**src/hw/rtl/scpa_pkg.sv**
```systemverilog
package scpa_pkg;

  // Field and register widths of the block's ports.
  localparam int unsigned SIZE_W     = 16;
  localparam int unsigned CNT_W      = 7;
  localparam int unsigned REQ_W      = 16;
  localparam int unsigned OFF_W      = 24;
  localparam int unsigned CLS_W      = 2;
  localparam int unsigned SLOT_W     = 6;
  localparam int unsigned FUNC_W     = 2;
  localparam int unsigned STAT_W     = 2;
  localparam int unsigned CFG_IDX_W  = 3;
  localparam int unsigned CFG_DATA_W = 16;

  // Internal arithmetic widths: four 7-bit counts sum into 9 bits, a size times
  // a count needs 23 bits and three such products sum into 25 bits.
  localparam int unsigned SUM_W  = 9;
  localparam int unsigned PROD_W = SIZE_W + CNT_W;
  localparam int unsigned BASE_W = PROD_W + 2;

  // Number of classes that have configuration registers.
  localparam int unsigned NUM_REG_CLASSES = 4;

  // Slot flags are kept in rows of this many bits.
  localparam int unsigned ROW_SHIFT = 5;
  localparam int unsigned ROW_BITS  = 1 << ROW_SHIFT;

  // Register reset values.
  localparam logic [SIZE_W-1:0] SIZE_RST [NUM_REG_CLASSES] =
    '{16'd16, 16'd32, 16'd64, 16'd128};
  localparam logic [CNT_W-1:0] CNT_RST = CNT_W'(16);

  typedef enum logic [FUNC_W-1:0] {
    FUNC_ALLOC  = 2'd0,
    FUNC_LOCATE = 2'd1,
    FUNC_CLEAR  = 2'd2,
    FUNC_NOP    = 2'd3
  } scpa_func_e;

  typedef enum logic [STAT_W-1:0] {
    ST_OK     = 2'd0,
    ST_NOFIT  = 2'd1,
    ST_FULL   = 2'd2,
    ST_BADCFG = 2'd3
  } scpa_status_e;

  typedef enum logic [CFG_IDX_W-1:0] {
    REG_SIZE_A  = 3'd0,
    REG_SIZE_B  = 3'd1,
    REG_SIZE_C  = 3'd2,
    REG_SIZE_D  = 3'd3,
    REG_COUNT_A = 3'd4,
    REG_COUNT_B = 3'd5,
    REG_COUNT_C = 3'd6,
    REG_COUNT_D = 3'd7
  } scpa_reg_e;

  // Commands from the controller to the datapath.
  typedef struct packed {
    logic capture;
    logic eval_en;
    logic rd_first;
    logic rd_next;
    logic clr_flags;
    logic fin_early;
    logic fin_locate;
    logic fin_scan;
  } scpa_cmd_t;

  // Status from the datapath to the controller.
  typedef struct packed {
    logic       cfg_ok;
    scpa_func_e func;
    logic       nofit;
    logic       hit;
    logic       last_row;
  } scpa_stat_t;

endpackage

```
**src/hw/rtl/scpa_datapath.sv**
```systemverilog
module scpa_datapath #(
  parameter int unsigned NUM_CLASSES         = 4,
  parameter int unsigned MAX_SLOTS_PER_CLASS = 64,
  parameter int unsigned TOTAL_SLOTS         = 256
) (
  input  logic                            clk_i,
  input  logic                            rst_ni,
  input  logic                            cfg_we_i,
  input  logic [scpa_pkg::CFG_IDX_W-1:0]  cfg_index_i,
  input  logic [scpa_pkg::CFG_DATA_W-1:0] cfg_wdata_i,
  input  logic [scpa_pkg::FUNC_W-1:0]     func_i,
  input  logic [scpa_pkg::REQ_W-1:0]      request_size_i,
  input  logic [scpa_pkg::OFF_W-1:0]      pool_offset_i,
  input  scpa_pkg::scpa_cmd_t             cmd_i,
  output scpa_pkg::scpa_stat_t            stat_o,
  output logic [scpa_pkg::CLS_W-1:0]      class_index_o,
  output logic [scpa_pkg::SLOT_W-1:0]     slot_index_o,
  output logic [scpa_pkg::OFF_W-1:0]      class_base_o,
  output logic [scpa_pkg::STAT_W-1:0]     status_o
);
  import scpa_pkg::*;

  localparam int unsigned ACT  = (NUM_CLASSES < NUM_REG_CLASSES) ? NUM_CLASSES : NUM_REG_CLASSES;
  localparam int unsigned ROWS = (TOTAL_SLOTS + ROW_BITS - 1) / ROW_BITS;
  localparam int unsigned RW   = (ROWS > 1) ? $clog2(ROWS) : 1;
  localparam int unsigned GW   = RW + ROW_SHIFT;
  localparam int unsigned XW   = ((GW > SUM_W) ? GW : SUM_W) + 1;
  localparam int unsigned TW   = $clog2(TOTAL_SLOTS + 1);
  localparam int unsigned CW   = (TW > SUM_W) ? TW : SUM_W;
  localparam int unsigned MW   = $clog2(MAX_SLOTS_PER_CLASS + 1);
  localparam int unsigned MCW  = (MW > CNT_W) ? MW : CNT_W;

  // Configuration registers.
  logic [SIZE_W-1:0] size_q  [NUM_REG_CLASSES];
  logic [CNT_W-1:0]  count_q [NUM_REG_CLASSES];

  always_ff @(posedge clk_i or negedge rst_ni) begin
    if (!rst_ni) begin
      for (int k = 0; k < NUM_REG_CLASSES; k++) begin
        size_q[k]  <= SIZE_RST[k];
        count_q[k] <= CNT_RST;
      end
    end else if (cfg_we_i) begin
      case (scpa_reg_e'(cfg_index_i))
        REG_SIZE_A:  size_q[0]  <= cfg_wdata_i;
        REG_SIZE_B:  size_q[1]  <= cfg_wdata_i;
        REG_SIZE_C:  size_q[2]  <= cfg_wdata_i;
        REG_SIZE_D:  size_q[3]  <= cfg_wdata_i;
        REG_COUNT_A: count_q[0] <= cfg_wdata_i[CNT_W-1:0];
        REG_COUNT_B: count_q[1] <= cfg_wdata_i[CNT_W-1:0];
        REG_COUNT_C: count_q[2] <= cfg_wdata_i[CNT_W-1:0];
        REG_COUNT_D: count_q[3] <= cfg_wdata_i[CNT_W-1:0];
        default: ;
      endcase
    end
  end

  // Region sizes are registered from the registers, and byte bases from the registered sizes.
  logic [PROD_W-1:0] prod_q [NUM_REG_CLASSES];
  logic [BASE_W-1:0] base_d [NUM_REG_CLASSES];
  logic [BASE_W-1:0] base_q [NUM_REG_CLASSES];

  always_comb begin
    base_d[0] = '0;
    for (int k = 1; k < NUM_REG_CLASSES; k++) begin
      base_d[k] = base_d[k-1] + BASE_W'(prod_q[k-1]);
    end
  end

  always_ff @(posedge clk_i) begin
    for (int k = 0; k < NUM_REG_CLASSES; k++) begin
      prod_q[k] <= PROD_W'(size_q[k]) * PROD_W'(count_q[k]);
      base_q[k] <= base_d[k];
    end
  end

  // Input word capture.
  scpa_func_e       func_q;
  logic [REQ_W-1:0] req_q;
  logic [OFF_W-1:0] off_q;

  always_ff @(posedge clk_i) begin
    if (cmd_i.capture) begin
      func_q <= scpa_func_e'(func_i);
      req_q  <= request_size_i;
      off_q  <= pool_offset_i;
    end
  end

  // Configuration check, class fit and flag window of the fitting class.
  logic              cfg_ok_d, nofit_d;
  logic [CLS_W-1:0]  fit_d;
  logic [SUM_W-1:0]  fb_lo_d, fb_hi_d, sum_d;
  logic [SIZE_W-1:0] prev_size;

  always_comb begin
    cfg_ok_d  = 1'b1;
    nofit_d   = 1'b1;
    fit_d     = '0;
    fb_lo_d   = '0;
    fb_hi_d   = '0;
    sum_d     = '0;
    prev_size = '0;
    for (int k = 0; k < NUM_REG_CLASSES; k++) begin
      if (k < ACT) begin
        if (size_q[k] <= prev_size) cfg_ok_d = 1'b0;
        prev_size = size_q[k];
        if (count_q[k] == '0 || MCW'(count_q[k]) > MCW'(MAX_SLOTS_PER_CLASS)) begin
          cfg_ok_d = 1'b0;
        end
        if (nofit_d && req_q <= size_q[k]) begin
          nofit_d = 1'b0;
          fit_d   = CLS_W'(k);
          fb_lo_d = sum_d;
          fb_hi_d = sum_d + SUM_W'(count_q[k]);
        end
        sum_d = sum_d + SUM_W'(count_q[k]);
      end
    end
    if (CW'(sum_d) > CW'(TOTAL_SLOTS)) cfg_ok_d = 1'b0;
  end

  logic             cfg_ok_q, nofit_q;
  logic [CLS_W-1:0] cls_q;
  logic [SUM_W-1:0] fb_lo_q, fb_hi_q;

  always_ff @(posedge clk_i) begin
    if (cmd_i.eval_en) begin
      cfg_ok_q <= cfg_ok_d;
      nofit_q  <= nofit_d;
      cls_q    <= fit_d;
      fb_lo_q  <= fb_lo_d;
      fb_hi_q  <= fb_hi_d;
    end
  end

  // Rows of the flag memory that the window spans.
  logic [XW-1:0] lo_x, hi_x, start_row_x, last_row_x;
  logic [RW-1:0] start_row, last_row;

  assign lo_x        = XW'(fb_lo_q);
  assign hi_x        = XW'(fb_hi_q);
  assign start_row_x = lo_x >> ROW_SHIFT;
  assign last_row_x  = (hi_x - XW'(1)) >> ROW_SHIFT;
  assign start_row   = start_row_x[RW-1:0];
  assign last_row    = last_row_x[RW-1:0];

  // Row pointer and read address.
  logic [RW-1:0] row_q, row_d, rd_addr;

  always_comb begin
    row_d   = row_q;
    rd_addr = row_q;
    if (cmd_i.rd_first) begin
      row_d   = start_row;
      rd_addr = start_row;
    end else if (cmd_i.rd_next) begin
      row_d   = RW'(row_q + 1'b1);
      rd_addr = RW'(row_q + 1'b1);
    end
  end

  always_ff @(posedge clk_i or negedge rst_ni) begin
    if (!rst_ni) begin
      row_q <= '0;
    end else begin
      row_q <= row_d;
    end
  end

  // Search the fetched row for the lowest free slot inside the window.
  logic [ROW_BITS-1:0]  rd_data_q, used_eff, avail, pick;
  logic                 rd_vld_q, hit;
  logic [ROW_SHIFT-1:0] pos;
  logic [XW-1:0]        slot_x;

  always_comb begin
    logic [XW-1:0] gi;
    used_eff = rd_vld_q ? rd_data_q : '0;
    for (int b = 0; b < ROW_BITS; b++) begin
      gi       = XW'({row_q, ROW_SHIFT'(b)});
      avail[b] = !used_eff[b] && (gi >= lo_x) && (gi < hi_x);
    end
    pick = avail & (~avail + ROW_BITS'(1));
    pos  = '0;
    for (int b = 0; b < ROW_BITS; b++) begin
      if (pick[b]) pos = pos | ROW_SHIFT'(b);
    end
    hit    = |avail;
    slot_x = XW'({row_q, pos}) - lo_x;
  end

  // Slot flag memory; a row whose valid bit is clear reads as all free.
  logic [ROW_BITS-1:0] flag_mem [ROWS];
  logic [ROWS-1:0]     row_vld_q;

  always_ff @(posedge clk_i) begin
    if (cmd_i.fin_scan && hit) flag_mem[row_q] <= used_eff | pick;
    rd_data_q <= flag_mem[rd_addr];
    rd_vld_q  <= row_vld_q[rd_addr];
  end

  always_ff @(posedge clk_i or negedge rst_ni) begin
    if (!rst_ni) begin
      row_vld_q <= '0;
    end else if (cmd_i.clr_flags) begin
      row_vld_q <= '0;
    end else if (cmd_i.fin_scan && hit) begin
      row_vld_q[row_q] <= 1'b1;
    end
  end

  // Locate: last class whose byte base is at or below the offset.
  logic [CLS_W-1:0] loc_cls;

  always_comb begin
    loc_cls = '0;
    for (int k = 0; k < NUM_REG_CLASSES; k++) begin
      if (k < ACT && base_q[k] <= BASE_W'(off_q)) loc_cls = CLS_W'(k);
    end
  end

  // Result registers.
  logic [CLS_W-1:0]  res_cls_q;
  logic [SLOT_W-1:0] res_slot_q;
  logic [OFF_W-1:0]  res_base_q;
  scpa_status_e      res_status_q;

  always_ff @(posedge clk_i) begin
    if (cmd_i.fin_early) begin
      res_cls_q  <= '0;
      res_slot_q <= '0;
      res_base_q <= '0;
      if (!cfg_ok_q) begin
        res_status_q <= ST_BADCFG;
      end else if (func_q == FUNC_ALLOC && nofit_q) begin
        res_status_q <= ST_NOFIT;
      end else begin
        res_status_q <= ST_OK;
      end
    end else if (cmd_i.fin_locate) begin
      res_cls_q    <= loc_cls;
      res_slot_q   <= '0;
      res_base_q   <= base_q[loc_cls][OFF_W-1:0];
      res_status_q <= ST_OK;
    end else if (cmd_i.fin_scan) begin
      res_cls_q    <= cls_q;
      res_slot_q   <= hit ? slot_x[SLOT_W-1:0] : '0;
      res_base_q   <= base_q[cls_q][OFF_W-1:0];
      res_status_q <= hit ? ST_OK : ST_FULL;
    end
  end

  assign class_index_o = res_cls_q;
  assign slot_index_o  = res_slot_q;
  assign class_base_o  = res_base_q;
  assign status_o      = STAT_W'(res_status_q);

  // Status toward the controller.
  assign stat_o.cfg_ok   = cfg_ok_q;
  assign stat_o.func     = func_q;
  assign stat_o.nofit    = nofit_q;
  assign stat_o.hit      = hit;
  assign stat_o.last_row = (row_q == last_row);

endmodule

```
**src/hw/rtl/scpa_ctrl.sv**
```systemverilog
module scpa_ctrl (
  input  logic                 clk_i,
  input  logic                 rst_ni,
  input  logic                 start_i,
  output logic                 busy_o,
  output logic                 result_valid_o,
  input  scpa_pkg::scpa_stat_t stat_i,
  output scpa_pkg::scpa_cmd_t  cmd_o
);
  import scpa_pkg::*;

  typedef enum logic [4:0] {
    S_IDLE   = 5'b00001,
    S_EVAL   = 5'b00010,
    S_FETCH  = 5'b00100,
    S_LOCATE = 5'b01000,
    S_SCAN   = 5'b10000
  } state_e;

  state_e state_q, state_d;
  logic   done_q, done_d;

  // Sequencing of one word: evaluate, then dispatch on the function.
  always_comb begin
    state_d = state_q;
    done_d  = 1'b0;
    cmd_o   = '0;
    case (state_q)
      S_IDLE: begin
        if (start_i) begin
          cmd_o.capture = 1'b1;
          state_d       = S_EVAL;
        end
      end
      S_EVAL: begin
        cmd_o.eval_en = 1'b1;
        state_d       = S_FETCH;
      end
      S_FETCH: begin
        if (!stat_i.cfg_ok) begin
          cmd_o.fin_early = 1'b1;
          done_d          = 1'b1;
          state_d         = S_IDLE;
        end else begin
          case (stat_i.func)
            FUNC_ALLOC: begin
              if (stat_i.nofit) begin
                cmd_o.fin_early = 1'b1;
                done_d          = 1'b1;
                state_d         = S_IDLE;
              end else begin
                cmd_o.rd_first = 1'b1;
                state_d        = S_SCAN;
              end
            end
            FUNC_LOCATE: begin
              state_d = S_LOCATE;
            end
            FUNC_CLEAR: begin
              cmd_o.clr_flags = 1'b1;
              cmd_o.fin_early = 1'b1;
              done_d          = 1'b1;
              state_d         = S_IDLE;
            end
            default: begin
              cmd_o.fin_early = 1'b1;
              done_d          = 1'b1;
              state_d         = S_IDLE;
            end
          endcase
        end
      end
      S_LOCATE: begin
        cmd_o.fin_locate = 1'b1;
        done_d           = 1'b1;
        state_d          = S_IDLE;
      end
      S_SCAN: begin
        if (stat_i.hit || stat_i.last_row) begin
          cmd_o.fin_scan = 1'b1;
          done_d         = 1'b1;
          state_d        = S_IDLE;
        end else begin
          cmd_o.rd_next = 1'b1;
        end
      end
      default: begin
        state_d = S_IDLE;
      end
    endcase
  end

  always_ff @(posedge clk_i or negedge rst_ni) begin
    if (!rst_ni) begin
      state_q <= S_IDLE;
      done_q  <= 1'b0;
    end else begin
      state_q <= state_d;
      done_q  <= done_d;
    end
  end

  assign busy_o         = (state_q != S_IDLE);
  assign result_valid_o = done_q;

endmodule

```
**src/hw/rtl/size_class_pool_allocator_top.sv**
```systemverilog
// Channel   Direction  Ports                                         Handshake
// command   in         func_i, request_size_i, pool_offset_i         start high, busy low
// result    out        class_index_o, slot_index_o, class_base_o,    result_valid_o, one cycle
//                      status_o
// config    in         cfg_index_i, cfg_wdata_i                      cfg_we_i high
//
// Busy rises the cycle after a word is taken. Invalid configuration, no fit, clear and the
// unused function show their result after the evaluate and fetch states; locate adds the
// locate state. Allocate adds the scan state, which reads one 32-slot row of the flag
// memory at a time, at most the rows the class spans, as the flag memory is single-ported.
// A new word is taken in the cycle the result is shown. Reset clears all slot flags at once
// through per-row valid bits, so no clearing pass follows it. Results cannot be stalled.
module size_class_pool_allocator_top #(
  parameter int unsigned NUM_CLASSES         = 4,
  parameter int unsigned MAX_SLOTS_PER_CLASS = 64,
  parameter int unsigned TOTAL_SLOTS         = 256
) (
  input  logic                            clk_i,
  input  logic                            rst_ni,
  input  logic                            start,
  output logic                            busy,
  input  logic [scpa_pkg::FUNC_W-1:0]     func_i,
  input  logic [scpa_pkg::REQ_W-1:0]      request_size_i,
  input  logic [scpa_pkg::OFF_W-1:0]      pool_offset_i,
  output logic                            result_valid_o,
  output logic [scpa_pkg::CLS_W-1:0]      class_index_o,
  output logic [scpa_pkg::SLOT_W-1:0]     slot_index_o,
  output logic [scpa_pkg::OFF_W-1:0]      class_base_o,
  output logic [scpa_pkg::STAT_W-1:0]     status_o,
  input  logic                            cfg_we_i,
  input  logic [scpa_pkg::CFG_IDX_W-1:0]  cfg_index_i,
  input  logic [scpa_pkg::CFG_DATA_W-1:0] cfg_wdata_i
);
  import scpa_pkg::*;

  scpa_cmd_t  cmd;
  scpa_stat_t stat;

  // Sequencer.
  scpa_ctrl u_ctrl (
    .clk_i          (clk_i),
    .rst_ni         (rst_ni),
    .start_i        (start),
    .busy_o         (busy),
    .result_valid_o (result_valid_o),
    .stat_i         (stat),
    .cmd_o          (cmd)
  );

  // Registers, base arithmetic, flag memory and result registers.
  scpa_datapath #(
    .NUM_CLASSES         (NUM_CLASSES),
    .MAX_SLOTS_PER_CLASS (MAX_SLOTS_PER_CLASS),
    .TOTAL_SLOTS         (TOTAL_SLOTS)
  ) u_datapath (
    .clk_i          (clk_i),
    .rst_ni         (rst_ni),
    .cfg_we_i       (cfg_we_i),
    .cfg_index_i    (cfg_index_i),
    .cfg_wdata_i    (cfg_wdata_i),
    .func_i         (func_i),
    .request_size_i (request_size_i),
    .pool_offset_i  (pool_offset_i),
    .cmd_i          (cmd),
    .stat_o         (stat),
    .class_index_o  (class_index_o),
    .slot_index_o   (slot_index_o),
    .class_base_o   (class_base_o),
    .status_o       (status_o)
  );

endmodule

```
**config.mk**
```make
export PLATFORM = sky130hd
export DESIGN_NAME = size_class_pool_allocator_top
export DESIGN_NICKNAME = d
export VERILOG_FILES = /design/src/hw/rtl/scpa_pkg.sv /design/src/hw/rtl/scpa_datapath.sv /design/src/hw/rtl/scpa_ctrl.sv /design/src/hw/rtl/size_class_pool_allocator_top.sv
export SDC_FILE = /design/constraint.sdc
export NUM_CORES = 2
export LEC_CHECK = 0
export BUFFER_PORTS_ARGS = -buffer_cell sky130_fd_sc_hd__buf_2
export CAP_MARGIN = 25
export CORE_MARGIN = 2
export CORE_UTILIZATION = 60
export DETAILED_ROUTE_END_ITERATION = 10
export PLACE_DENSITY_LB_ADDON = 0.1
export SYNTH_ARGS = -nofsm -noshare
export SYNTH_HDL_FRONTEND = slang
export SYNTH_SLANG_ARGS = --single-unit
```
**constraint.sdc**
```tcl
create_clock -name clk_i -period 18.7 [get_ports clk_i]
set_input_delay 0.935 -clock clk_i [delete_from_list [all_inputs] [get_ports clk_i]]
set_output_delay 0.935 -clock clk_i [all_outputs]
set_load 0.02 [all_outputs]
```
# After elaboration in Yosys (flattened, before gate mapping)
# Memory sizes are Yosys's and may differ from the RTL's. A register that Yosys moved wholly into a read port is not among the register bits.
# Cells that the tools add are included.
# totals
mem_count,3
reg_bits,208
mem_bits_rw,448
word_cells,437
# op_classes
mux,155
add_sub_neg,9
n_mul,4
order_cmp,83
n_reduce_logical,127
bitwise,4
eq_ne,26
# memory_table
name,depth,word_bits,rd,rd_ports_with_merged_regs,wr,line,source
u_datapath.flag_mem,8,32,1,1,1,scpa_datapath.sv:194,logic [ROW_BITS-1:0] flag_mem [ROWS];
u_datapath.base_q,4,25,5,0,4,scpa_datapath.sv:61,logic [BASE_W-1:0] base_q [NUM_REG_CLASSES];
u_datapath.prod_q,4,23,3,0,4,scpa_datapath.sv:59,logic [PROD_W-1:0] prod_q [NUM_REG_CLASSES];
# op_table
cell,count
8-bit by 9-bit >= comparator with 1-bit output,32
8-bit by 9-bit less-than comparator with 1-bit output,32
5-bit two-way mux,28
16-bit two-way mux,8
24-bit two-way mux,5
16-bit less-or-equal comparator,7
16-bit by 7-bit multiplier with 23-bit output,4
25-bit by 24-bit less-or-equal comparator with 1-bit output,3
1-bit logical AND,70
7-bit two-way mux,10
1-bit two-way mux,47
9-bit two-way mux,5
2-bit two-way mux,21
6-bit two-way mux,6
"32-bit by 1-bit adder with 32-bit output, second input constant",1
32-bit AND,1
1-bit zero test,32
32-bit two-way mux,1
4-bit two-way mux,8
32-bit inverter,1
32-bit bitwise OR,1
32-bit OR reduction,1
"7-bit greater-than comparator, second input constant",4
7-bit zero test,4
42 further kinds,76

# Logic depth before layout (Yosys ltp)
# depth
word_depth,45
mapped_depth,27

# Hierarchy
# From an unflattened synthesis, not the netlist that was laid out.
# unflattened
hier_cells,3833
area_unflattened_um2,41265.8
# by_module_without_submodules
module,n_inst,area_per_inst_um2,cells_each
scpa_datapath,1,40867.9,3790
scpa_ctrl,1,397.9,43

# Worst setup path after synthesis
# OpenSTA, ideal clock, no wires.
# synth_path
kind,register -> register
from,reg u_datapath.fb_lo_q[7]
to,mem u_datapath.flag_mem[5][0] in the netlist's numbering (enable)
path_slack_ps,11501
path_buffers,6
stages_incl_launch_ff,17
required_time_ps,18195
arrival_time_ps,6694
cell_sequence,edfxtp_1 -> clkbuf_1 -> clkbuf_1 -> buf_1 -> inv_1 -> ha_1 -> o21bai_2 -> or2_1 -> buf_4 -> buf_4 -> o21ai_0 -> or3b_1 -> and2_1 -> and3_1 -> and4_1 -> buf_2 -> nor4_1
# synth_via
elab_chain_len,11
word_cells_on_any_way,104
classes_between,order compare (32); mux (5); reduce/logical (67)
# synth_rtl
item,line,source
"start, declared",scpa_datapath.sv:125,"logic [SUM_W-1:0] fb_lo_q, fb_hi_q;"
"start signal, assigned",scpa_datapath.sv:132,fb_lo_q <= fb_lo_d;
8-bit by 9-bit >= comparator with 1-bit output,scpa_datapath.sv:182,avail[b] = !used_eff[b] && (gi >= lo_x) && (gi < hi_x);
1-bit logical AND (2 in series),scpa_datapath.sv:182,
32-bit OR reduction *,scpa_datapath.sv:189,hit = |avail;
1-bit logical OR,scpa_ctrl.sv:79,if (stat_i.hit || stat_i.last_row) begin
1-bit two-way mux,scpa_ctrl.sv:79,
1-bit two-way mux (2 in series),scpa_ctrl.sv:28,case (state_q)
1-bit logical AND *,scpa_datapath.sv:198,if (cmd_i.fin_scan && hit) flag_mem[row_q] <= used_eff | pick;
1-bit two-way mux *,scpa_datapath.sv:198,
1-bit two-way mux (implied by the code) *,scpa_datapath.sv:198,
"end, declared",scpa_datapath.sv:194,
# Mark *: on every way between the ends. The rest lies on a longest branch, timed or not. The select of a mux whose other input is x is not followed.

# Worst setup path after layout
# layout_path
from,reg u_datapath.fb_lo_q[7]
to,reg u_datapath.res_slot_q[5] (netlist: u_datapath.slot_index_o[5])
# layout_via
elab_chain_len,44
word_cells_on_any_way,143
classes_between,add/sub (2); order compare (32); mux (40); bitwise (2); reduce/logical (67)
# layout_rtl
item,line,source
8-bit by 9-bit >= comparator with 1-bit output,scpa_datapath.sv:182,
1-bit logical AND (2 in series),scpa_datapath.sv:182,
32-bit inverter,scpa_datapath.sv:184,pick = avail & (~avail + ROW_BITS'(1));
32-bit by 1-bit adder with 32-bit output,scpa_datapath.sv:184,
32-bit AND,scpa_datapath.sv:184,
1-bit two-way mux,scpa_datapath.sv:187,if (pick[b]) pos = pos | ROW_SHIFT'(b);
2-bit two-way mux (2 in series),scpa_datapath.sv:187,
3-bit two-way mux (4 in series),scpa_datapath.sv:187,
4-bit two-way mux (8 in series),scpa_datapath.sv:187,
5-bit two-way mux (16 in series),scpa_datapath.sv:187,
6-bit subtractor,scpa_datapath.sv:190,"slot_x = XW'({row_q, pos}) - lo_x;"
6-bit two-way mux,scpa_datapath.sv:248,res_slot_q <= hit ? slot_x[SLOT_W-1:0] : '0;
6-bit two-way mux,scpa_datapath.sv:246,end else if (cmd_i.fin_scan) begin
6-bit two-way mux,scpa_datapath.sv:241,end else if (cmd_i.fin_locate) begin
6-bit two-way mux,scpa_datapath.sv:230,if (cmd_i.fin_early) begin
6-bit two-way mux,scpa_datapath.sv:241,
6-bit two-way mux,scpa_datapath.sv:230,
"end signal, assigned",scpa_datapath.sv:248,
"end, declared",scpa_datapath.sv:225,logic [SLOT_W-1:0] res_slot_q;
# Several ways; a longest one is shown, not always the timed one. The select of a mux whose other input is x is not followed.
# A chain may end at the register's enable or synchronous reset.

==> impl_metrics.tcl <==
set metrics [dict create \
    status "finished clean" \
    ys.flop_type "edfxtp_1" \
    yosysUniqueCellTypes 98 \
    grt_max_degree 131 \
    syn2layout_area_growth_pct 8.11 \
    timing.final.ws_setup_ns 12.66 \
    grt_pass1_wl_um 191000 \
    cts_buffers 74 \
    route.antenna.remaining_nets 0 \
    synth_fp_nets 5091 \
    antenna_found_initial 2 \
    syn-instance-count 4426 \
    wl_per_cell_um 22.6 \
    grt_usage 0.314 \
    first_global_vias 33392 \
    irDropWorstVdd_mv 0.125 \
    vias 34866 \
    yosysWarnings 0 \
    rows 100 \
    cp_max_fo 130 \
    final-setup-viol-count 0 \
    clockRootBuffer "clkbuf_16" \
    core-area_um2 74600 \
    cts-resized-gates 0 \
    cp.required_ns 19.25 \
    critPathArrivalTime_ns 6.59 \
    start_kind "register" \
    rsz0062_at_grt "no" \
    viasPerCell 6.41 \
    fin_skew_ns 0.0329 \
    dp.cells 5296 \
    cts.sinks 637 \
    dr.pass1.iters 6 \
    p_leak_nw 21.2 \
    min_period_ns 6.04 \
    syn_avg_cell_area_um2 10.2 \
    die_h_um 279 \
    insertion_delay_ns 0.63 \
    layout.cells.non_filler 5437 \
    hpwl_um 85800 \
    relSlewSlack 0.185 \
    start_util 0.607 \
    path_class "reg -> reg" \
    syn-cell-area_um2 45300 \
    ys_seq_area_frac 0.365 \
    fin_util 0.657 \
    routed_wl_um 123000 \
    fin_crit_sh 0.323 \
    first_iter_violations 2942 \
    io_pins 101 \
    crit_path_end_kind "register" \
    fin_nets 5072 \
    drive_gt1_frac 0.0949 \
    drv_cap 0 \
    cts_setup_buffers 0 \
    tightest_slew_ns 1.22 \
    fmax_mhz 166 \
    power.density_nw_per_um2 183 \
    hold_viol_final 0 \
    clkSlewWorstSetupHoldPaths_ns 0.06 \
    drc_errors 0 \
    ys_ff_latch 637 \
    setup_tns_ns 0 \
    synthArstFlopShare 0.171 \
    n_antenna_cell 0 \
    grt-ovfl-total 0 \
    cts_max_path_buffers 3 \
    cts_tree "built" \
    p_total_mw 8.96 \
    hp-class "in -> async" \
    synth_edf_count 322 \
    htree_levels 3 \
    pre_cts_ws_ns 12.52 \
    gp_congestion 0.959 \
    die_area_um2 77700 \
    cts_hold_buffers 0 \
    die_width_um 279 \
    drv_slew 0 \
    port_buffers 100 \
]
-- power breakdown --
part	leakage (nW)	internal, mW	switching [mW]
combinational	14.0	2.22	3.04
clock	1.19	0.863	0.596
sequential	6.04	1.88	0.364
total	21.2	4.96	4.00
-- cells in the final DEF (no fill, tap or decap), drive strengths merged, types with 11 or more instances in the layout --
cell type	instances
inv	370
buf	149
edfxtp	322
a22oi	45
fa	213
nor2b	34
o211ai	15
dfxtp	206
a21o	75
o22ai	173
clkbuf	113
nand2b	28
a211o	11
or2	19
nor4	17
a221o	66
clkinv	11
nand4	55
dfrtp	100
and2	128
o21ai	157
nor2	141
and3	35
mux2i	271
a31oi	23
a21oi	189
o21a	40
a221oi	106
nor3	69
ha	387
o21bai	24
nand3	61
xnor2	84
nand2	422
xor2	30
nor3b	11
a211oi	40
mux2	68
-- sequential cells by signal (all words and copies together), names as in the netlist, 6 cells and up --
signal	cells
u_datapath.base_q	72
u_datapath.class_base_o	24
u_datapath.rd_data_q	32
u_datapath.count_q	28
u_datapath.req_q	16
u_datapath.off_q	24
u_datapath.fb_hi_q	9
u_datapath.prod_q	69
u_datapath.size_q	48
u_datapath.fb_lo_q	9
u_datapath.row_vld_q	8
u_datapath.flag_mem	256
u_datapath.slot_index_o	6
u_datapath.prev_size	16
-- stage by stage --
step	hold slack [ns]	instance area, um2
floorplan	0.334	45300
global placement	0.341	46400
detailed placement	0.344	46500
CTS	0.300	48900
global route	0.334	49000
finish	0.306	49000
-- worst max-delay path, cell delays in order, from the launching register on --
cell	delay, ns
edfxtp_1	0.37
buf_12	0.51
inv_1	0.10
ha_1	0.38
o21bai_2	0.27
or2_1	0.56
a2111oi_4	0.20
a311oi_1	0.39
nand4bb_1	0.24
nor3_1	0.58
nand4_1	0.20
or3b_2	0.50
nand3_1	0.12
nor3b_1	0.09
nand3_1	0.10
ha_1	0.24
nor2b_1	0.13
o21ai_0	0.14
nand2b_1	0.10
a21o_1	0.18
a21oi_1	0.16
xnor2_1	0.13
nand3_1	0.09
a21oi_1	0.14
-- routing by layer --
metal  track usage  up-vias  share of wire
li1              -    16111              -
met1         0.461    17233           0.46
met2         0.471     1306           0.43
met3        0.0631      214          0.081
met4        0.0896        2          0.025
met5             0        -        0.00011
-- cell families after synthesis --
family          after synthesis  synth area share
flops                       637             0.365
fa+ha+maj                   600             0.201
xor+xnor                    114            0.0220
simple gates               1077             0.118
buf+inv                     608            0.0534
mux                         339            0.0768
compound gates             1051             0.164
-- cell usage after synthesis, drive strengths merged (28+ instances only) --
master | count | area (um2)
nand2 | 422 | 1580
ha | 387 | 4840
inv | 362 | 1360
edfxtp | 322 | 9670
mux2i | 271 | 2710
fa | 213 | 4260
dfxtp | 206 | 4120
a21oi | 189 | 946
clkbuf | 177 | 664
o22ai | 173 | 1080
o21ai | 157 | 786
nor2 | 141 | 532
and2 | 128 | 801
a221oi | 106 | 1050
dfrtp | 100 | 2500
xnor2 | 84 | 736
a21o | 75 | 563
buf | 69 | 397
nor3 | 69 | 355
mux2 | 68 | 766
a221o | 66 | 661
nand3 | 61 | 310
nand4 | 55 | 344
a22oi | 45 | 338
a211oi | 40 | 323
o21a | 40 | 300
and3 | 35 | 224
nor2b | 34 | 213
xor2 | 30 | 263
nand2b | 28 | 175
-- area by class of cell --
type,count,area [um2]
clock inverter,26,304
multi-input combinational,3181,26500
inverter,362,1360
tap,969,1210
timing repair buffer,151,963
sequential,637,16500
fill,6037,25600
clock buffer,111,2130
-- final timing paths --
| path | from | to | slack (ns) | cells past startpoint |
|---|---|---|---|---|
| max | u_datapath.fb_lo_q[7]$_DFFE_PP_ | u_datapath.slot_index_o[5]$_SDFFE_PP0P_ | 12.66 | 23 |
| min | rst_ni | u_datapath.prev_size[2]$_DFFE_PN0P_ | 0.31 | 1 |
| max reg2reg | u_datapath.fb_lo_q[7]$_DFFE_PP_ | u_datapath.slot_index_o[5]$_SDFFE_PP0P_ | 12.66 | 23 |
| min reg2reg | u_datapath.prod_q[0][19]$_DFF_P_ | u_datapath.base_q[1][19]$_DFF_P_ | 0.35 | 0 |
| max in group asynchronous | rst_ni | u_datapath.row_q[2]$_DFF_PN0_ | 16.95 | 2 |
| min in group clk_i | u_datapath.prod_q[0][19]$_DFF_P_ | u_datapath.base_q[1][19]$_DFF_P_ | 0.35 | 0 |
Note: power is estimated with default switching activity, not from simulation.
